## src/hdl/segi_pkg.sv

```systemverilog
// ----------------------------------------------------------------------------
// segi_pkg: shared types and constants of the segment intersection core
// Holds the default coordinate width and the control word that travels
// alongside the data through the geometry stages and the dividers.
// ----------------------------------------------------------------------------
package segi_pkg;

  localparam int COORD_WIDTH_DEF = 16;

  typedef struct packed {
    logic vld;   // a word occupies this stage
    logic ok;    // the segments meet at a single point
    logic neg;   // the rounded quotient is negative
  } segi_ctl_t;

endpackage

```

## src/hdl/segi_div.sv

```systemverilog
// ----------------------------------------------------------------------------
// segi_div: pipelined restoring divider
// One quotient bit per stage, then sign correction into the output register.
// ----------------------------------------------------------------------------
module segi_div #(
  parameter int NW = 52,
  parameter int DW = 35,
  parameter int QW = 17,
  parameter int OW = 16
) (
  input  logic                 clk,
  input  logic                 rst_n,
  input  segi_pkg::segi_ctl_t  in_ctl,
  input  logic [NW-1:0]        in_mag,
  input  logic [DW-1:0]        in_den,
  output segi_pkg::segi_ctl_t  out_ctl,
  output logic signed [OW-1:0] out_quot
);
  import segi_pkg::*;

  segi_ctl_t         ctl_r [0:QW];
  logic [NW-1:0]     rem_r [0:QW];
  logic [DW-1:0]     den_r [0:QW];
  logic [QW-1:0]     q_r   [0:QW];
  segi_ctl_t         out_ctl_r;
  logic [OW-1:0]     quot_r;

  always_ff @(posedge clk) begin
    if (!rst_n) begin
      ctl_r[0].vld <= 1'b0;
    end else begin
      ctl_r[0].vld <= in_ctl.vld;
    end
  end

  always_ff @(posedge clk) begin
    ctl_r[0].ok  <= in_ctl.ok;
    ctl_r[0].neg <= in_ctl.neg;
    rem_r[0]     <= in_mag;
    den_r[0]     <= in_den;
    q_r[0]       <= '0;
  end

  for (genvar k = 0; k < QW; k++) begin : g_stage
    logic [NW-1:0] trial;
    logic          ge;
    assign trial = NW'(den_r[k]) << (QW - 1 - k);
    assign ge    = rem_r[k] >= trial;

    always_ff @(posedge clk) begin
      if (!rst_n) begin
        ctl_r[k+1].vld <= 1'b0;
      end else begin
        ctl_r[k+1].vld <= ctl_r[k].vld;
      end
    end

    always_ff @(posedge clk) begin
      ctl_r[k+1].ok  <= ctl_r[k].ok;
      ctl_r[k+1].neg <= ctl_r[k].neg;
      rem_r[k+1]     <= ge ? rem_r[k] - trial : rem_r[k];
      den_r[k+1]     <= den_r[k];
      q_r[k+1]       <= {q_r[k][QW-2:0], ge};
    end
  end

  always_ff @(posedge clk) begin
    if (!rst_n) begin
      out_ctl_r.vld <= 1'b0;
    end else begin
      out_ctl_r.vld <= ctl_r[QW].vld;
    end
  end

  always_ff @(posedge clk) begin
    out_ctl_r.ok  <= ctl_r[QW].ok;
    out_ctl_r.neg <= ctl_r[QW].neg;
    quot_r        <= ctl_r[QW].neg ? OW'(-q_r[QW]) : OW'(q_r[QW]);
  end

  assign out_ctl  = out_ctl_r;
  assign out_quot = $signed(quot_r);

endmodule
```

## config.mk

```make
export PLATFORM = sky130hd
export DESIGN_NAME = segi_div
export DESIGN_NICKNAME = d
export VERILOG_FILES = /design/src/hdl/segi_pkg.sv /design/src/hdl/segi_div.sv
export SDC_FILE = /design/constraint.sdc
export NUM_CORES = 2
export LEC_CHECK = 0
export ABC_CLOCK_PERIOD_IN_PS = 8200
export BUFFER_PORTS_ARGS = -buffer_cell sky130_fd_sc_hd__buf_2
export CELL_PAD_IN_SITES_DETAIL_PLACEMENT = 1
export CELL_PAD_IN_SITES_GLOBAL_PLACEMENT = 2
export CORE_MARGIN = 3
export CORE_UTILIZATION = 42
export DETAILED_ROUTE_END_ITERATION = 12
export GPL_ROUTABILITY_DRIVEN = 0
export GPL_TIMING_DRIVEN = 0
export PLACE_DENSITY = 0.85
export SKIP_LAST_GASP = 1
export SYNTH_ARGS = -nofsm -noshare
export SYNTH_HDL_FRONTEND = slang
export SYNTH_SLANG_ARGS = --single-unit
```

## constraint.sdc

```tcl
create_clock -name clk -period 8.2 [get_ports clk]
set_input_delay 0.82 -clock clk [delete_from_list [all_inputs] [get_ports clk]]
set_output_delay 0.82 -clock clk [all_outputs]
set_load 0.02 [all_outputs]
```

---- Yosys cells after proc, flatten, opt, wreduce, memory -nomap -nowiden ----
Memories as Yosys holds them, arrays and structs flattened.
Index checks and enable logic that the tools add are counted.
W data, S select, Z words.
operators by class
  add/subtract/negate cells ............... 18
  magnitude comparators ................... 17
  muxes and demuxes ....................... 38
  bitwise operators ....................... 18
operators by type and width
  operator          number
  $mux W52          17
  $ge A52 B35 Y1    1
  $ge A52 B36 Y1    1
  $ge A52 B37 Y1    1
  $ge A52 B38 Y1    1
  $ge A52 B39 Y1    1
  $ge A52 B40 Y1    1
  $ge A52 B41 Y1    1
  $ge A52 B42 Y1    1
  $ge A52 B43 Y1    1
  $ge A52 B44 Y1    1
  $ge A52 B45 Y1    1
  $ge A52 B46 Y1    1
  $ge A52 B47 Y1    1
  $ge A52 B48 Y1    1
  $ge A52 B49 Y1    1
  $ge A52 B50 Y1    1
  $ge A52 B51 Y1    1
  $sub A52 B35 Y52  1
  $sub A52 B36 Y52  1
  $sub A52 B37 Y52  1
  $sub A52 B38 Y52  1
  $sub A52 B39 Y52  1
  $sub A52 B40 Y52  1
  15 further kinds  51
word-level totals
  flip-flop bits (word level) ............. 19
  memory bits (writable) .................. 1926
  bits of input ports ..................... 92
  word-level logic and storage cells ...... 99
  memories kept ........................... 4
memory list
  memory  depth  width  read ports  clocked after Yosys merged registers in  write ports  line            RTL
  rem_r   18     52     17          0                                        18           segi_div.sv:22  logic [NW-1:0] rem_r [0:QW];
  den_r   18     35     17          0                                        18           segi_div.sv:23  logic [DW-1:0] den_r [0:QW];
  q_r     18     17     18          0                                        18           segi_div.sv:24  logic [QW-1:0] q_r [0:QW];
  ctl_r   18     3      18          0                                        18           segi_div.sv:21  segi_ctl_t ctl_r [0:QW];

---- Longest topological paths before layout ----
An unclocked memory read counts as a cell.
  depth in word-level cells ............... 3
  depth in mapped cells ................... 17
  gate-level depth less buffers ........... 15

---- Least setup slack after synthesis ----
No wires, ideal clock.
  kind .................................... register -> register
  start point ............................. mem rem_r[14][2]
  end point ............................... mem rem_r[15][3]
  setup time .............................. 123 ps
  data arrival time ....................... 3268 ps
  required time ........................... 8077 ps
  setup slack ............................. 4809 ps
  cell stages (with the launch flop) ...... 16
  path buffers ............................ 2
  period minus slack after synthesis ...... 3391 ps
  cells stage by stage .................... dfxtp_1 -> inv_1 -> ha_1 -> inv_1 -> fa_1 -> a21o_1 -> a21oi_1 -> o21ai_0 -> a221o_1 -> a31oi_2 -> o21ai_1 -> o211a_1 -> nor4_4 -> buf_6 -> buf_6 -> mux2_1
RTL lines
  what         line
  from (decl)  segi_div.sv:22

==> run summary <==
The global-route usage over all layers came out at 22.53%. STA classifies the critical path endpoint as a flop. The initialized floorplan defines 155 standard-cell rows. The total die area is 185500 um^2. Leaving out fill and tap cells, the most frequent cell in the layout is dfxtp_1.

The checks that failed: max-capacitance violations. The number of vias after detailed routing is 59050. The unique cell type count in the Yosys netlist is 111. The via count of the first global-routing pass came out at 64300. The number of DRC markers in iteration 0 is 2292. The via-per-instance ratio came out at 5.302. The worst-case IR drop observed on VDD is 0.1905 mV. The slew of the pin with the lowest slew margin is 1.420 ns. Clock tree synthesis found a total of 1688 sinks.

The remaining max-slew budget at the tightest pin came out at 2.876%. Each instance of the synthesized netlist takes up on average 9.097 um^2. The final layout net count came out at 9329. The buffers inserted during post-CTS setup optimization is 0. Sorting the synthesized cells by area gives the leading types as dfxtp_1 (45%), ha_1 (9.8%), a21oi_1 (4.5%), o21ai_0 (3.9%), xnor2_1 (3.8%). The post-route core utilization came out at 47.96%. The data arrival time of the critical path is 6.02 ns. The total wirelength of the detailed-routed design came out at 212.0 mm.

TritonCTS built the clock tree. After routing, the total negative slack on setup checks comes to 0 ns. The number of endpoints with negative hold slack in the final report came to 0.

The die is 430.7 um tall. The cell sitting at the root of the clock tree is a clkbuf_16. The post-synthesis instance area is 75760 um^2. The flow ran to the end, but the final reports show violations. The initial core utilization is 42.37%. After detailed routing, the number of remaining DRC violations is 0.

The total core area came out at 178800 um^2. The maximum number of pins on one net before global-route repair is 17. The number of synthesized flops with an enable pin is 0. The count of input and output buffers is 110.

The highest cell delay on the worst timing path came out at 0.93 ns. The signal on the critical path passes through inv_1, ha_1, clkbuf_1, nand3_1, nor2_1, nand2_1, nor4_1, nand4_1, o2111ai_1, a41oi_1, o211ai_1, clkbuf_1, buf_1, nor2_1, a21oi_1. For the final database, setup skew stands at 0.02861 ns.

In the layout the commonest cells are dfxtp_1 (1688), nand2_1 (738), inv_1 (735), a21oi_1 (674). The initial antenna violation count is 1. The cell with the largest stage delay on the worst path is nor4_1.

The endpoint required time on the critical path is 8.93 ns. Of the post-synthesis cell area, the dominant cell type holds 44.60%. Setup repair after global routing left no endpoint under its margin. In this run, CTS created clock tree buffers numbering 184. The total iterations of the first detailed-routing run is 5.

The power density normalized to cell area came out at 421.9 nW/um^2. The H-tree depth came out at 4. The analysis attributes to cell leakage a power of 38.15 nW. The register-to-register setup slack came out at 2.92 ns. The die span in x came out at 430.7 um. The clock period minus worst slack came out at 5.285 ns. Summed over all layers, the global routing overflow is 0. Across the run, the number of max-cap violations was 1. The clock slew seen by the registers of the worst setup and hold paths is 0.06 ns. The source-to-sink clock delay at the later pin of the worst-skew pair is 0.83 ns. The number of hold-repair buffers added at the cts stage is 0. Derived from the worst setup path, the maximum achievable clock frequency is 189.2 MHz. The biggest area contributor in the post-synthesis netlist is dfxtp_1. The share of flip-flops with an asynchronous set or reset is 0%. The growth of design area from synthesis to finish is 13.20%.

STA classifies the critical path startpoint as a flop. The final HPWL from detailed placement is 172.0 mm. For this run, the register share of the synthesized area comes to 44.60%. The net count of the mapped netlist is 9032. The total I/O pin count came out at 111. The number of routed nets with antenna violations is 0. The final max-slew violation count is 0. The number of register bits inferred by synthesis is 1688. The count of cells resized by post-cts repair is 0. The setup violation total in the final timing report is 0. The worst-path maximum fanout is 10. The synthesized netlist cell count came out at 8328.

The average wire per standard cell came out at 19.03 um. The kind of critical path is reg2reg. In this run the deepest clock path goes through 3 buffers. The first-pass GRT wire length came out at 336.3 mm. The worst path uses 64.45% of the clock period.

The path class of the tightest hold or removal check is in2reg. The most used flip-flop cell after synthesis is dfxtp_1. The number of warnings issued by yosys came out at 0.

The share of cells above drive strength 1 came out at 6.731%.
[synth_stat cells, drive strengths merged, types with 36 or more instances]
cell and instances:
nor2b 90, a211oi 48, a21oi 676, dfxtp 1688, nor3 104, o31ai 52
nand3 120, inv 738, and3 56, xor2 305, nand2b 87, ha 596
mux2 65, nand2 738, xnor2 330, nor4 76, or3 44, buf 57
a31oi 76, o211ai 36, o21bai 75, o21a 72, a21o 331, clkbuf 172
nor2 469, nand4 132, and2 55, o21ai 651
[cells by family after synthesis]
| family | share of synthesized area [%] |
|---|---|
| AO/OA/AOI/OAI | 18.37 |
| AND/OR/NAND/NOR | 13.49 |
| buffers and inverters | 4.930 |
| flip-flops | 44.60 |
| multiplexers | 1.006 |
| XOR/XNOR | 7.341 |
| adder cells (fa/ha/maj) | 10.27 |
[metrics by stage]
stage	instance area [um^2]	hold slack [ns]	setup slack (ns)	instances	power (mW)
floorplan	75760	0.3096	4.809	8328	23.39
global placement	79260	0.3095	1.991	10790	27.09
detailed placement	79280	0.3132	2.779	10790	27.54
CTS	85760	0.01598	2.746	11140	36.39
global route	85760	0.04391	2.570	11140	38.84
finish	85760	0.09440	2.915	11140	36.18
[sequential cells by signal (all words and copies together) (netlist names)]
| signal | flops |
|---|---|
| den_r | 595 |
| out_quot | 16 |
| q_r | 136 |
| rem_r | 884 |
| ctl_r | 54 |
| out_ctl | 3 |
[report_power, final]
part           internal [mW]  leakage [nW]  switching, mW
Clock                   5.27          3.17           3.37
Combinational           6.52          20.8           9.15
Sequential              10.5          14.2           1.40
Total                   22.3          38.2           13.9
[worst max-delay path: cells and delay by family, from the launching register on]
kind            cells  cell delay (ns)
flops               1             0.36
buf+inv             4             1.78
compound gates      4             0.89
simple gates        6             1.87
fa+ha+maj           1             0.27
[cell type report]
type	instances	area [um^2]
antenna	1	2.502
buffer	229	960.9
clock inverter	77	1137
sequential	1688	33790
tap	2355	2947
clock buffer	264	5348
fill	20610	93040
multi-input combinational	5672	38250
inverter	739	2774
timing repair buffer	111	558.0
[routing by layer]
metal / vias up / GRT usage (%) / share of wire (%) / routed length [um]
li1: 29510 / - / - / -
met1: 27890 / 20.91 / 36 / 76090
met2: 984 / 44.87 / 54 / 114400
met3: 664 / 2.730 / 2.3 / 4921
met4: 0 / 16.01 / 7.8 / 16570
met5: - / 0 / 0 / 0
[final timing paths]
kind,depth (start not counted),end,startpoint
worst max-delay path,15,rem_r[6][39]$_DFF_P_,den_r[5][32]$_DFF_P_
worst min-delay path,1,ctl_r[0][1]$_DFF_P_,in_ctl[1]
worst max register to register,15,rem_r[6][39]$_DFF_P_,den_r[5][32]$_DFF_P_
worst min register to register,0,q_r[6][4]$_DFF_P_,q_r[5][3]$_DFF_P_
Power figures use the tool's default switching activity.
